==> src/rtl/apfs_pkg.sv <==
// Package for the aged priority frame selector.
// Holds the field widths, slot numbering, register indexes and reset values.
// No dependencies; compile this file first.
package apfs_pkg;

  localparam int NUM_SLOTS   = 12;
  localparam int ID_BITS_DEF = 16;
  localparam int SLOT_W      = 4;
  localparam int ID_W        = 16;
  localparam int TIME_W      = 32;
  localparam int CFG_W       = 16;
  localparam int CFG_IDX_W   = 3;
  localparam int REQ_W       = 2;

  // Slot numbering: six fixed-priority slots, four aged slots, then the tail.
  localparam int AGED_FIRST   = 6;
  localparam int AGED_COUNT   = 4;
  localparam int AGED_IDX_W   = 2;
  localparam int SLOT_STATUS  = 9;
  localparam int SLOT_XSTATUS = 10;
  localparam int SLOT_OTHER   = 11;
  localparam int AGED_STATUS  = SLOT_STATUS - AGED_FIRST;

  // The cap is 100 times a 16-bit memory time, which fits in 23 bits; a score
  // is at most the cap plus a 16-bit bias, which fits in 24 bits.
  localparam int CAP_FACTOR = 100;
  localparam int CAP_W      = 23;
  localparam int SCORE_W    = 24;

  typedef enum logic [REQ_W-1:0] {
    REQ_STORE = 2'd0,
    REQ_DATA  = 2'd1,
    REQ_TICK  = 2'd2
  } req_t;

  typedef enum logic [CFG_IDX_W-1:0] {
    CFG_MEMORY_TIME  = 3'd0,
    CFG_TRACK_BIAS   = 3'd1,
    CFG_CONTACT_BIAS = 3'd2,
    CFG_NOISE_BIAS   = 3'd3,
    CFG_STATUS_BIAS  = 3'd4
  } cfg_reg_t;

  localparam logic [CFG_W-1:0] MEMORY_TIME_RST  = 16'd960;
  localparam logic [CFG_W-1:0] TRACK_BIAS_RST   = 16'd1331;
  localparam logic [CFG_W-1:0] CONTACT_BIAS_RST = 16'd665;
  localparam logic [CFG_W-1:0] NOISE_BIAS_RST   = 16'd323;
  localparam logic [CFG_W-1:0] STATUS_BIAS_RST  = 16'd0;

endpackage

==> src/rtl/apfs_in_if.sv <==
// Input channel of the aged priority frame selector: one word per store,
// request or tick. Depends on apfs_pkg for the field widths.
interface apfs_in_if;
  import apfs_pkg::*;

  logic                 valid;
  logic                 ready;
  logic [REQ_W-1:0]     req_type;
  logic [SLOT_W-1:0]    frame_type;
  logic [ID_W-1:0]      frame_id;
  logic                 ack_flag;
  logic [TIME_W-1:0]    now_time;

  modport source (output valid, req_type, frame_type, frame_id, ack_flag, now_time,
                  input ready);
  modport sink   (input valid, req_type, frame_type, frame_id, ack_flag, now_time,
                  output ready);
endinterface

==> src/rtl/apfs_out_if.sv <==
// Result channel of the aged priority frame selector: one word per request.
// Depends on apfs_pkg for the field widths.
interface apfs_out_if;
  import apfs_pkg::*;

  logic              valid;
  logic              ready;
  logic [ID_W-1:0]   sent_id;
  logic              sent_valid;
  logic [SLOT_W-1:0] sent_kind;

  modport source (output valid, sent_id, sent_valid, sent_kind, input ready);
  modport sink   (input valid, sent_id, sent_valid, sent_kind, output ready);
endinterface

==> src/rtl/apfs_cfg_if.sv <==
// Configuration write channel of the aged priority frame selector.
// Depends on apfs_pkg for the index and data widths.
interface apfs_cfg_if;
  import apfs_pkg::*;

  logic                 valid;
  logic                 ready;
  logic [CFG_IDX_W-1:0] index;
  logic [CFG_W-1:0]     data;

  modport source (output valid, index, data, input ready);
  modport sink   (input valid, index, data, output ready);
endinterface

==> src/rtl/aged_priority_frame_selector.sv <==
// Aged priority frame selector, top level; needs apfs_pkg and the three channel interfaces.
// A request word's result passes through the input register, then the result
// register. Throughput: one word per cycle while no request waits on a full result
// register, set by the combinational priority chain and four-way score compare.
// Reset (rst_n low, synchronous) empties all slots, clears marks and scores,
// and loads the default weights; slot contents are left as they were.
module aged_priority_frame_selector #(
  parameter int ID_BITS = apfs_pkg::ID_BITS_DEF
) (
  input  logic       clk,
  input  logic       rst_n,
  apfs_in_if.sink    in_ch,
  apfs_out_if.source out_ch,
  apfs_cfg_if.sink   cfg_ch
);
  import apfs_pkg::*;

  // Bits of a handle that are kept in a slot.
  localparam int KEEP_W = (ID_BITS < ID_W) ? ID_BITS : ID_W;

  // Configuration registers.
  logic [CFG_W-1:0]   mem_time_r;
  logic [CFG_W-1:0]   bias_r [AGED_COUNT];

  // Input register.
  logic               s1_valid_r;
  req_t               s1_req_r;
  logic [SLOT_W-1:0]  s1_type_r;
  logic [ID_W-1:0]    s1_id_r;
  logic               s1_ack_r;
  logic [TIME_W-1:0]  s1_now_r;

  // Slot and aging state.
  logic [NUM_SLOTS-1:0] slot_full_r;
  logic [KEEP_W-1:0]    slot_frame_r [NUM_SLOTS];
  logic [TIME_W-1:0]    mark_r [AGED_COUNT];
  logic [SCORE_W-1:0]   score_r [AGED_COUNT];

  // Result register.
  logic               out_valid_r;
  logic [ID_W-1:0]    out_id_r;
  logic               out_sent_r;
  logic [SLOT_W-1:0]  out_kind_r;

  logic               in_accept;
  logic               s1_is_data;
  logic               s1_go;
  logic [CAP_W-1:0]   cap;
  logic [TIME_W-1:0]  age [AGED_COUNT];
  logic [SCORE_W-1:0] tick_score [AGED_COUNT];
  logic [SLOT_W-1:0]  store_slot;

  logic               ack_hit;
  logic               fixed_hit;
  logic [SLOT_W-1:0]  fixed_slot;
  logic               aged_hit;
  logic [AGED_IDX_W-1:0] aged_k;
  logic [SCORE_W-1:0] aged_best;
  logic               pick_valid;
  logic               pick_aged;
  logic [SLOT_W-1:0]  pick_slot;
  logic [KEEP_W-1:0]  pick_frame;

  assign s1_is_data = (s1_req_r == REQ_DATA);
  // A request may only leave the input register when the result register
  // is free or being emptied; store and tick words never wait.
  assign s1_go      = s1_valid_r && (!s1_is_data || !out_valid_r || out_ch.ready);
  assign in_ch.ready = !s1_valid_r || s1_go;
  assign in_accept  = in_ch.valid && in_ch.ready;
  assign cfg_ch.ready = 1'b1;

  assign cap = CAP_W'(mem_time_r) * CAP_W'(CAP_FACTOR);

  always_comb begin
    for (int k = 0; k < AGED_COUNT; k++) begin
      age[k] = s1_now_r - mark_r[k];
      // The wrapping difference means a mark in the future also saturates.
      if (age[k] <= TIME_W'(cap)) begin
        tick_score[k] = SCORE_W'(age[k][CAP_W-1:0]) + SCORE_W'(bias_r[k]);
      end else begin
        tick_score[k] = SCORE_W'(cap);
      end
    end
  end

  assign store_slot = (s1_type_r < SLOT_W'(NUM_SLOTS)) ? s1_type_r : SLOT_W'(SLOT_OTHER);

  // Priority selection for a request.
  always_comb begin
    ack_hit    = s1_ack_r && slot_full_r[SLOT_STATUS];

    fixed_hit  = 1'b0;
    fixed_slot = '0;
    for (int s = AGED_FIRST - 1; s >= 0; s--) begin
      if (slot_full_r[s]) begin
        fixed_hit  = 1'b1;
        fixed_slot = SLOT_W'(s);
      end
    end

    // Walk from status down to track; a later entry wins only on a strictly
    // higher score, so ties favour status, then noise, then contact.
    aged_hit  = 1'b0;
    aged_k    = '0;
    aged_best = '0;
    for (int k = AGED_COUNT - 1; k >= 0; k--) begin
      if (slot_full_r[AGED_FIRST + k] && (!aged_hit || score_r[k] > aged_best)) begin
        aged_hit  = 1'b1;
        aged_k    = AGED_IDX_W'(k);
        aged_best = score_r[k];
      end
    end

    pick_valid = 1'b1;
    pick_aged  = 1'b0;
    if (ack_hit) begin
      pick_slot = SLOT_W'(SLOT_STATUS);
    end else if (fixed_hit) begin
      pick_slot = fixed_slot;
    end else if (aged_hit) begin
      pick_slot = SLOT_W'(AGED_FIRST) + SLOT_W'(aged_k);
      pick_aged = 1'b1;
    end else if (slot_full_r[SLOT_XSTATUS]) begin
      pick_slot = SLOT_W'(SLOT_XSTATUS);
    end else if (slot_full_r[SLOT_OTHER]) begin
      pick_slot = SLOT_W'(SLOT_OTHER);
    end else begin
      pick_slot  = '0;
      pick_valid = 1'b0;
    end
    pick_frame = slot_frame_r[pick_slot];
  end

  // Configuration writes.
  always_ff @(posedge clk) begin
    if (!rst_n) begin
      mem_time_r <= MEMORY_TIME_RST;
      bias_r[0]  <= TRACK_BIAS_RST;
      bias_r[1]  <= CONTACT_BIAS_RST;
      bias_r[2]  <= NOISE_BIAS_RST;
      bias_r[3]  <= STATUS_BIAS_RST;
    end else if (cfg_ch.valid) begin
      case (cfg_reg_t'(cfg_ch.index))
        CFG_MEMORY_TIME:  mem_time_r <= cfg_ch.data;
        CFG_TRACK_BIAS:   bias_r[0]  <= cfg_ch.data;
        CFG_CONTACT_BIAS: bias_r[1]  <= cfg_ch.data;
        CFG_NOISE_BIAS:   bias_r[2]  <= cfg_ch.data;
        CFG_STATUS_BIAS:  bias_r[3]  <= cfg_ch.data;
        default: ;
      endcase
    end
  end

  // Input register.
  always_ff @(posedge clk) begin
    if (!rst_n) begin
      s1_valid_r <= 1'b0;
    end else if (in_accept) begin
      s1_valid_r <= 1'b1;
    end else if (s1_go) begin
      s1_valid_r <= 1'b0;
    end
  end

  always_ff @(posedge clk) begin
    if (in_accept) begin
      s1_req_r  <= req_t'(in_ch.req_type);
      s1_type_r <= in_ch.frame_type;
      s1_id_r   <= in_ch.frame_id;
      s1_ack_r  <= in_ch.ack_flag;
      s1_now_r  <= in_ch.now_time;
    end
  end

  // Slot contents have no reset: a slot is read only once it is full.
  always_ff @(posedge clk) begin
    if (s1_go && s1_req_r == REQ_STORE) begin
      slot_frame_r[store_slot] <= s1_id_r[KEEP_W-1:0];
    end
  end

  // Occupancy, marks and scores.
  always_ff @(posedge clk) begin
    if (!rst_n) begin
      slot_full_r <= '0;
      for (int k = 0; k < AGED_COUNT; k++) begin
        mark_r[k]  <= '0;
        score_r[k] <= '0;
      end
    end else if (s1_go) begin
      case (s1_req_r)
        REQ_STORE: begin
          slot_full_r[store_slot] <= 1'b1;
        end
        REQ_DATA: begin
          if (ack_hit) begin
            // Acknowledged status is sent but kept, and pushed to the cap.
            score_r[AGED_STATUS] <= SCORE_W'(cap);
            mark_r[AGED_STATUS]  <= s1_now_r;
          end else if (pick_valid) begin
            slot_full_r[pick_slot] <= 1'b0;
            if (pick_aged) begin
              mark_r[aged_k] <= s1_now_r;
            end
          end
        end
        REQ_TICK: begin
          for (int k = 0; k < AGED_COUNT; k++) begin
            score_r[k] <= tick_score[k];
          end
        end
        default: ;
      endcase
    end
  end

  // Result register.
  always_ff @(posedge clk) begin
    if (!rst_n) begin
      out_valid_r <= 1'b0;
    end else if (s1_go && s1_is_data) begin
      out_valid_r <= 1'b1;
    end else if (out_ch.ready) begin
      out_valid_r <= 1'b0;
    end
  end

  always_ff @(posedge clk) begin
    if (s1_go && s1_is_data) begin
      out_id_r   <= pick_valid ? ID_W'(pick_frame) : '0;
      out_sent_r <= pick_valid;
      out_kind_r <= pick_slot;
    end
  end

  assign out_ch.valid      = out_valid_r;
  assign out_ch.sent_id    = out_id_r;
  assign out_ch.sent_valid = out_sent_r;
  assign out_ch.sent_kind  = out_kind_r;

endmodule
==> src/flat_wrapper.sv <==
// flat-port wrapper written by rule: the top's interface ports become plain ports
module aged_priority_frame_selector_flat import apfs_pkg::*;
#(
  parameter int ID_BITS = apfs_pkg::ID_BITS_DEF
)
  (clk, rst_n, in_ch_valid, in_ch_req_type, in_ch_frame_type, in_ch_frame_id, in_ch_ack_flag, in_ch_now_time, in_ch_ready, out_ch_valid, out_ch_sent_id, out_ch_sent_valid, out_ch_sent_kind, out_ch_ready, cfg_ch_valid, cfg_ch_index, cfg_ch_data, cfg_ch_ready);
  apfs_in_if in_ch_i ();
  apfs_out_if out_ch_i ();
  apfs_cfg_if cfg_ch_i ();
  input  logic clk;
  input  logic rst_n;
  input wire logic [$bits(in_ch_i.valid)-1:0] in_ch_valid;
  input wire logic [$bits(in_ch_i.req_type)-1:0] in_ch_req_type;
  input wire logic [$bits(in_ch_i.frame_type)-1:0] in_ch_frame_type;
  input wire logic [$bits(in_ch_i.frame_id)-1:0] in_ch_frame_id;
  input wire logic [$bits(in_ch_i.ack_flag)-1:0] in_ch_ack_flag;
  input wire logic [$bits(in_ch_i.now_time)-1:0] in_ch_now_time;
  output wire logic [$bits(in_ch_i.ready)-1:0] in_ch_ready;
  output wire logic [$bits(out_ch_i.valid)-1:0] out_ch_valid;
  output wire logic [$bits(out_ch_i.sent_id)-1:0] out_ch_sent_id;
  output wire logic [$bits(out_ch_i.sent_valid)-1:0] out_ch_sent_valid;
  output wire logic [$bits(out_ch_i.sent_kind)-1:0] out_ch_sent_kind;
  input wire logic [$bits(out_ch_i.ready)-1:0] out_ch_ready;
  input wire logic [$bits(cfg_ch_i.valid)-1:0] cfg_ch_valid;
  input wire logic [$bits(cfg_ch_i.index)-1:0] cfg_ch_index;
  input wire logic [$bits(cfg_ch_i.data)-1:0] cfg_ch_data;
  output wire logic [$bits(cfg_ch_i.ready)-1:0] cfg_ch_ready;
  assign in_ch_i.valid = in_ch_valid;
  assign in_ch_i.req_type = in_ch_req_type;
  assign in_ch_i.frame_type = in_ch_frame_type;
  assign in_ch_i.frame_id = in_ch_frame_id;
  assign in_ch_i.ack_flag = in_ch_ack_flag;
  assign in_ch_i.now_time = in_ch_now_time;
  assign in_ch_ready = in_ch_i.ready;
  assign out_ch_valid = out_ch_i.valid;
  assign out_ch_sent_id = out_ch_i.sent_id;
  assign out_ch_sent_valid = out_ch_i.sent_valid;
  assign out_ch_sent_kind = out_ch_i.sent_kind;
  assign out_ch_i.ready = out_ch_ready;
  assign cfg_ch_i.valid = cfg_ch_valid;
  assign cfg_ch_i.index = cfg_ch_index;
  assign cfg_ch_i.data = cfg_ch_data;
  assign cfg_ch_ready = cfg_ch_i.ready;
  aged_priority_frame_selector #(.ID_BITS(ID_BITS)) u_core (.clk(clk), .rst_n(rst_n), .in_ch(in_ch_i), .out_ch(out_ch_i), .cfg_ch(cfg_ch_i));
endmodule
==> config.mk <==
export PLATFORM = sky130hd
export DESIGN_NAME = aged_priority_frame_selector_flat
export DESIGN_NICKNAME = d
export VERILOG_FILES = /design/src/rtl/apfs_pkg.sv /design/src/rtl/apfs_in_if.sv /design/src/rtl/apfs_out_if.sv /design/src/rtl/apfs_cfg_if.sv /design/src/rtl/aged_priority_frame_selector.sv /design/src/flat_wrapper.sv
export SDC_FILE = /design/constraint.sdc
export NUM_CORES = 1
export LEC_CHECK = 0
export BUFFER_PORTS_ARGS = -buffer_cell sky130_fd_sc_hd__buf_4
export CAP_MARGIN = 5
export CORE_MARGIN = 5
export CORE_UTILIZATION = 40
export DETAILED_ROUTE_END_ITERATION = 7
export PLACE_DENSITY = 0.66
export SYNTH_ARGS = -nofsm -noshare
export SYNTH_HDL_FRONTEND = slang
export SYNTH_SLANG_ARGS = --single-unit
==> constraint.sdc <==
create_clock -name clk -period 8.25 [get_ports clk]
set_input_delay 0 -clock clk [delete_from_list [all_inputs] [get_ports clk]]
set_output_delay 0 -clock clk [all_outputs]
set_load 0.05 [all_outputs]
==> results.sh, run 1 <==
export IMPL_clk_latency_ns=0.65
export IMPL_cts_sinks=586
export IMPL_crit_start="u_core.mem_time_r[3]$_SDFFE_PN0P_"
export IMPL_tns_ns=0
export IMPL_maxCapViolCount=0
export IMPL_cts_tree="built"
export IMPL_syn_cell_area_um2=38600
export IMPL_reg2reg_to="u_core.score_r[3][4]$_DFFE_PP_"
export IMPL_crit_path_start_kind="register"
export IMPL_ant_nets=0
export IMPL_drv_slew=0
export IMPL_drc=0
export IMPL_die_y_um=321
export IMPL_use_met3_pct=2.46
export IMPL_finalHoldViolCount=0
export IMPL_area_delta_synth_final_pct=15.6
export IMPL_mappedNetlistNets=4227
export IMPL_antenna_found_initial=1
export IMPL_required_ns=8.63
export IMPL_first_global_vias=29000
export IMPL_yosysUniqueCellTypes=105
export IMPL_die_area_um2=103000
export IMPL_io_buffers=101
export IMPL_place_congestion=0.953
export IMPL_synthCells=3733
export IMPL_floorplan_rows=114
export IMPL_use_met2_pct=34.6
export IMPL_viasPerCell=5.60
export IMPL_endpoint="u_core.score_r[3][4]$_DFFE_PP_"
export IMPL_async_flop_share_pct=0
export IMPL_yosysSeqAreaShare_pct=44.8
export IMPL_grt_max_degree=75
export IMPL_r2r_start="u_core.mem_time_r[3]$_SDFFE_PN0P_"
export IMPL_clkTransAtPathRegs_ns=0.06
export IMPL_ys_ff_latch=586
export IMPL_cp_slowest_cell="fa_1"
export IMPL_dp_hpwl_um=82300
export IMPL_fin_crit_ns=7.79
export IMPL_detail_route_iter0_violations=2233
export IMPL_yosys_warnings=0
export IMPL_postSynthAreaPerCell_um2=10.4
export IMPL_drive_gt1_share_pct=9.42
export IMPL_die_w_um=321
export IMPL_critPathMaxStageDelay_ns=0.50
export IMPL_grt_ovfl_total=0
export IMPL_nFillCells=8872
export IMPL_grt_use_met1_pct=28.0
export IMPL_cp_common_cell="buf_4"
export IMPL_n_antenna_cell=0
export IMPL_max_slew_margin_pct=36.8
export IMPL_grtUsageTotal_pct=20.6
export IMPL_io_pins=103
export IMPL_cp_arrival_ns=8.17
export IMPL_cts_setup_buffers=0
export IMPL_cp_end_kind="register"
export IMPL_finalClockSkew_ns=0.0326
export IMPL_max_freq_mhz=128
export IMPL_irDropWorstVdd_uv=162
export IMPL_r2r_cells=33
export IMPL_nNetsFinal=4468
export IMPL_r2r_slack_ns=0.46
export IMPL_cts_buffers=69
export IMPL_grt_first_pass_wirelength_um=166000
export IMPL_dr_pass1_iters=5
export IMPL_crit_type="register to register"
export IMPL_top_usage_layer="met2"
export IMPL_p_per_area_nw_per_um2=193
export IMPL_wl_um=109000
export IMPL_core_area_um2=96300
export IMPL_yosys_most_used_dff="edfxtp_1"
export IMPL_leakage_nw=18.4
export IMPL_drt_wirelength_per_cell_um=20.6
export IMPL_cts_max_level=3
export IMPL_root_buffer="clkbuf_16"
export IMPL_synth_edff_count=556
export IMPL_initial_core_util_pct=40.1
export IMPL_crit_path_max_fanout=19
export IMPL_power_total_mw=8.63
export IMPL_fin_crit_sh_pct=94.4
export IMPL_hold_path_class="input pin to register"
export IMPL_outcome="completed"
export IMPL_clock_path_buffers=3
export IMPL_vias=29700
export IMPL_finalSetupViolCount=0
export IMPL_worstMarginPinSlew_ns=0.941
## worst min-delay path by stage
stage / start / endpoint / slack [ns] / depth (start not counted)
4_1_cts: in_ch_frame_id[15] / u_core.s1_id_r[15]$_DFFE_PP_ / 0.04 / 2
2_1_floorplan: in_ch_ack_flag / u_core.s1_ack_r$_DFFE_PP_ / 0.1 / 0
6_report: in_ch_now_time[17] / u_core.s1_now_r[17]$_DFFE_PP_ / 0.08 / 2
3_5_place_dp: in_ch_frame_type[1] / u_core.s1_type_r[1]$_DFFE_PP_ / 0.18 / 1
3_3_place_gp: in_ch_frame_id[7] / u_core.s1_id_r[7]$_DFFE_PP_ / 0.18 / 1
5_1_grt: in_ch_now_time[17] / u_core.s1_now_r[17]$_DFFE_PP_ / 0.06 / 2
## power breakdown
part           switching [mW]  internal, mW
clock                    1.29          1.87
sequential             0.0731          3.35
combinational            1.23         0.825
total                    2.59          6.04
## placed cells by master (no fill, tap or decap), types with 121 or more instances in the layout
cell type  instances
mux2i_1          128
a21o_1           122
ha_1             396
buf_4            191
nor2_1           346
nand2_1          221
edfxtp_1         556
inv_1            304
xnor2_1          121
a21oi_1          235
## layer usage
metal	wire [um]	share of wire (%)
met5	20	0.018
met2	51600	47
met3	5940	5.4
met1	48000	44
met4	3540	3.2
## final cells by class
class / count / area, um^2 / area share [%]
clock inverters: 42 / 579 / 1.30
well taps: 1276 / 1600 / 3.57
flip-flops and latches: 586 / 17300 / 38.7
clock buffers: 79 / 1760 / 3.95
repair buffers: 284 / 2460 / 5.50
inverters: 306 / 1150 / 2.58
multi-input cells: 2727 / 19800 / 44.4
## sequential cells by signal, summed over array words and instances, names as in the netlist, 4 cells and up
signal,count
u_core.mem_time_r,16
u_core.s1_id_r,16
u_core.slot_full_r,12
u_core.mark_r,128
u_core.s1_type_r,4
u_core.out_ch.sent_id,16
u_core.out_ch.sent_kind,4
u_core.score_r,96
u_core.slot_frame_r,192
u_core.bias_r,64
u_core.s1_now_r,32
## synth_stat cells (all sizes together), types with 30 or more instances
cell	number	share of area, %
a211oi	81	1.6
a21o	122	2.4
a21oi	238	3.1
a31oi	39	0.67
and2	89	1.4
and3	35	0.57
clkbuf	85	0.83
dfxtp	30	1.6
edfxtp	556	43
ha	396	13
inv	305	3.0
mux2i	128	3.3
nand2	223	2.2
nand3	69	0.91
nand4	50	0.81
nor2	359	3.5
nor2b	36	0.58
nor3	61	0.79
o21a	39	0.76
o21ai	120	1.6
o21bai	33	0.64
o22ai	54	0.89
or3	53	0.86
xnor2	121	2.7
xor2	57	1.3
## cell families after synthesis
| kind of cell | share of synthesized area (%) |
|---|---|
| multiplexers | 3.61 |
| flip-flops | 44.8 |
| other | 0.00970 |
| AO/OA/AOI/OAI | 15.6 |
| AND/OR/NAND/NOR | 13.9 |
| XOR/XNOR | 4.03 |
| adder cells (fa/ha/maj) | 13.8 |
| buffers and inverters | 4.21 |
## through the flow
stage | worst slack (ns) | cells | hold slack (ns) | utilization, % | cell area [um^2]
finish | 0.462 | 5300 | 0.0815 | 46.4 | 44700
global route | -0.0419 | 5300 | 0.0607 | 46.4 | 44700
CTS | 0.286 | 5300 | 0.0355 | 46.4 | 44700
detailed placement | 0.0112 | 5097 | 0.179 | 43.1 | 41500
global placement | 0.171 | 5097 | 0.178 | 43.1 | 41500
floorplan | 0.0248 | 3733 | 0.0989 | - | 38700
## repair_timing
| action | in CTS | in global routing |
|---|---|---|
| resized for setup | 1 | 6 |
| hold endpoints to repair | 188 | 0 |
| gates cloned | 0 | 0 |
| hold buffers | 82 | 0 |
| endpoints found under the setup margin | 4 | 16 |
## critical path: cells and delay by family (launching register included)
| family | cells | cell delay (ns) |
|---|---|---|
| AO/OA/AOI/OAI | 10 | 2.33 |
| XOR/XNOR | 1 | 0.14 |
| adder cells (fa/ha/maj) | 5 | 1.66 |
| buffers and inverters | 8 | 1.15 |
| flip-flops | 1 | 0.43 |
| AND/OR/NAND/NOR | 9 | 1.80 |
(Power assumes the default switching activity.)
==> run 2, diff against run 1 <==
--- a/config.mk
+++ b/config.mk
@@ -7,6 +7,7 @@
 export LEC_CHECK = 0
 export BUFFER_PORTS_ARGS = -buffer_cell sky130_fd_sc_hd__buf_4
 export CAP_MARGIN = 5
+export CORE_ASPECT_RATIO = 0.6
 export CORE_MARGIN = 5
 export CORE_UTILIZATION = 40
 export DETAILED_ROUTE_END_ITERATION = 7
==> run 2 against run 1 <==
  * Non-clock buffer count fell by 14
  * Power fell by 3.7%
  * Cell count hardly changed
  * Critical endpoint is now u_core.score_r[3][17]$_DFFE_PP_
==> results.sh, run 2 (synthesized netlist as in run 1, its figures left out) <==
export IMPL_root_buffer="clkbuf_16"
export IMPL_critPathMaxStageDelay_ns=0.76
export IMPL_top_regs="u_core.slot_frame_r x192, u_core.mark_r x128, u_core.score_r x96"
export IMPL_crit_path_max_fanout=20
export IMPL_crit_start="u_core.mem_time_r[2]$_SDFFE_PN0P_"
export IMPL_floorplan_rows=88
export IMPL_required_ns=8.65
export IMPL_grt_max_degree=75
export IMPL_regArea_um2=17300
export IMPL_cts_buffers=57
export IMPL_io_buffers=101
export IMPL_finalHoldViolCount=0
export IMPL_ant_nets=0
export IMPL_reg2reg_to="u_core.score_r[3][17]$_DFFE_PP_"
export IMPL_drt_wirelength_per_cell_um=22.7
export IMPL_hold_path_class="input pin to register"
export IMPL_clk_latency_ns=0.70
export IMPL_drv_slew=0
export IMPL_max_freq_mhz=126
export IMPL_fin_crit_ns=7.92
export IMPL_core_area_um2=96000
export IMPL_cts_sinks=586
export IMPL_path_buf_inv=5
export IMPL_p_per_area_nw_per_um2=188
export IMPL_crit_cells=30
export IMPL_wl_um=120000
export IMPL_drive_gt1_share_pct=8.62
export IMPL_crit_family="compound AO/OA/AOI/OAI gates"
export IMPL_mostFrequentLayoutCells="edfxtp_1, ha_1, nor2_1"
export IMPL_grtUsageTotal_pct=22.5
export IMPL_fin_crit_sh_pct=96.0
export IMPL_cts_max_level=2
export IMPL_finalSetupViolCount=0
export IMPL_clock_path_buffers=3
export IMPL_r2r_start="u_core.mem_time_r[2]$_SDFFE_PN0P_"
export IMPL_viasPerCell=5.74
export IMPL_place_area_um2=41400
export IMPL_max_slew_margin_pct=12.7
export IMPL_die_y_um=251
export IMPL_dr_pass1_iters=6
export IMPL_nNetsFinal=4442
export IMPL_r2r_slack_ns=0.33
export IMPL_setup_ws_ns=0.327
export IMPL_regMostFlops="u_core.slot_frame_r"
export IMPL_cts_tree="built"
export IMPL_cp_slowest_cell="xnor2_1"
export IMPL_clkTransAtPathRegs_ns=0.06
export IMPL_final_common_cell="edfxtp_1"
export IMPL_place_congestion=1.00
export IMPL_endpoint="u_core.score_r[3][17]$_DFFE_PP_"
export IMPL_nFillCells=8882
export IMPL_grt_ovfl_total=0
export IMPL_finalClockSkew_ns=0.0949
export IMPL_crit_path_start_kind="register"
export IMPL_crit_type="register to register"
export IMPL_first_global_vias=28100
export IMPL_grt_first_pass_wirelength_um=176000
export IMPL_initial_core_util_pct=40.3
export IMPL_multi_input_area_um2=19800
export IMPL_cp_arrival_ns=8.33
export IMPL_fin_area_um2=44200
export IMPL_outcome="completed"
export IMPL_detail_route_iter0_violations=3922
export IMPL_worstMarginPinSlew_ns=1.30
export IMPL_rsz0062_at_grt="no"
export IMPL_antenna_found_initial=3
export IMPL_cp_common_cell="ha_1"
export IMPL_drc=0
export IMPL_vias=30400
export IMPL_post_place_cells=5104
export IMPL_pre_cts_slack_ns=0.0453
export IMPL_irDropWorstVdd_uv=181
export IMPL_dp_hpwl_um=92200
export IMPL_die_w_um=411
export IMPL_area_delta_synth_final_pct=14.4
export IMPL_cp_end_kind="register"
export IMPL_io_pins=103
export IMPL_fin_cells=5301
export IMPL_largest_reg_flops=192
export IMPL_tns_ns=0
export IMPL_die_area_um2=103000
export IMPL_leakage_nw=18.2
export IMPL_r2r_cells=30
export IMPL_maxCapViolCount=0
-- run 2: cell count changes in the layout (fill, tap and decap cells not counted), moves of 3 or more --
cell / change
clkinv_2: +3
bufinv_16: -4
clkbuf_16: -11
inv_6: -3
clkinv_8: -3
buf_4: -20
clkinv_4: +3
diode_2: +3
dlygate4sd3_1: +5
clkbuf_1: +4
clkinv_1: -6
-- run 2: per-layer routing --
| layer | share of wire [%] | track usage [%] |
|---|---|---|
| met1 | 48 | 35.8 |
| met3 | 15 | 9.79 |
| met5 | 0.046 | 0 |
| met2 | 36 | 27.9 |
| met4 | 1.2 | 3.29 |
-- run 2: power breakdown --
part / total (mW) / switching [mW] / internal, mW
combinational: 2.17 / 1.34 / 0.831
sequential: 3.43 / 0.0840 / 3.35
clock: 2.72 / 1.23 / 1.49
total: 8.32 / 2.65 / 5.66
-- run 2: worst min-delay path by stage --
stage | start | end | slack [ns] | cells past startpoint
6_report | in_ch_now_time[10] | u_core.s1_now_r[10]$_DFFE_PP_ | 0.02 | 2
5_1_grt | in_ch_frame_id[14] | u_core.s1_id_r[14]$_DFFE_PP_ | 0.01 | 2
4_1_cts | in_ch_frame_id[1] | u_core.s1_id_r[1]$_DFFE_PP_ | 0.0002 | 2
3_5_place_dp | in_ch_now_time[23] | u_core.s1_now_r[23]$_DFFE_PP_ | 0.18 | 1
3_3_place_gp | in_ch_now_time[19] | u_core.s1_now_r[19]$_DFFE_PP_ | 0.18 | 1
2_1_floorplan | in_ch_ack_flag | u_core.s1_ack_r$_DFFE_PP_ | 0.1 | 0
-- run 2: layout make-up --
class / count / area share, %
Tap cell: 1305 / 3.69
Multi-Input combinational cell: 2727 / 44.9
Clock inverter: 31 / 0.866
Antenna cell: 3 / 0.0170
Inverter: 306 / 2.60
Timing Repair Buffer: 270 / 5.43
Sequential cell: 586 / 39.1
Clock buffer: 73 / 3.41
-- run 2: per-stage QoR --
step / hold slack [ns] / power (mW) / utilization [%]
finish: 0.0243 / 8.32 / 46.1
floorplan: 0.0989 / 4.86 / -
CTS: 0.000194 / 8.26 / 46.0
detailed placement: 0.179 / 5.53 / 43.1
global route: 0.0127 / 8.66 / 46.1
global placement: 0.178 / 5.49 / 43.1
-- run 2: worst reg2reg max path, delay by kind of cell, from the launching register on --
| kind | cells | cell delay (ns) |
|---|---|---|
| buffers and inverters | 5 | 0.71 |
| AOI/OAI and AO/OA | 11 | 2.49 |
| DFF | 1 | 0.44 |
| adders and majority gates | 5 | 1.67 |
| xor gates and xnor gates | 1 | 0.76 |
| and+or+nand+nor | 8 | 1.59 |
-- run 2: timing repair --
| action | CTS | global route |
|---|---|---|
| hold endpoints to repair | 165 | 0 |
| hold buffers | 87 | 0 |
| gates resized for setup | 1 | 5 |
| setup buffers | 0 | 2 |
| pin swaps | 0 | 1 |
| endpoints found under the setup margin | 5 | 42 |
| gates cloned | 0 | 1 |
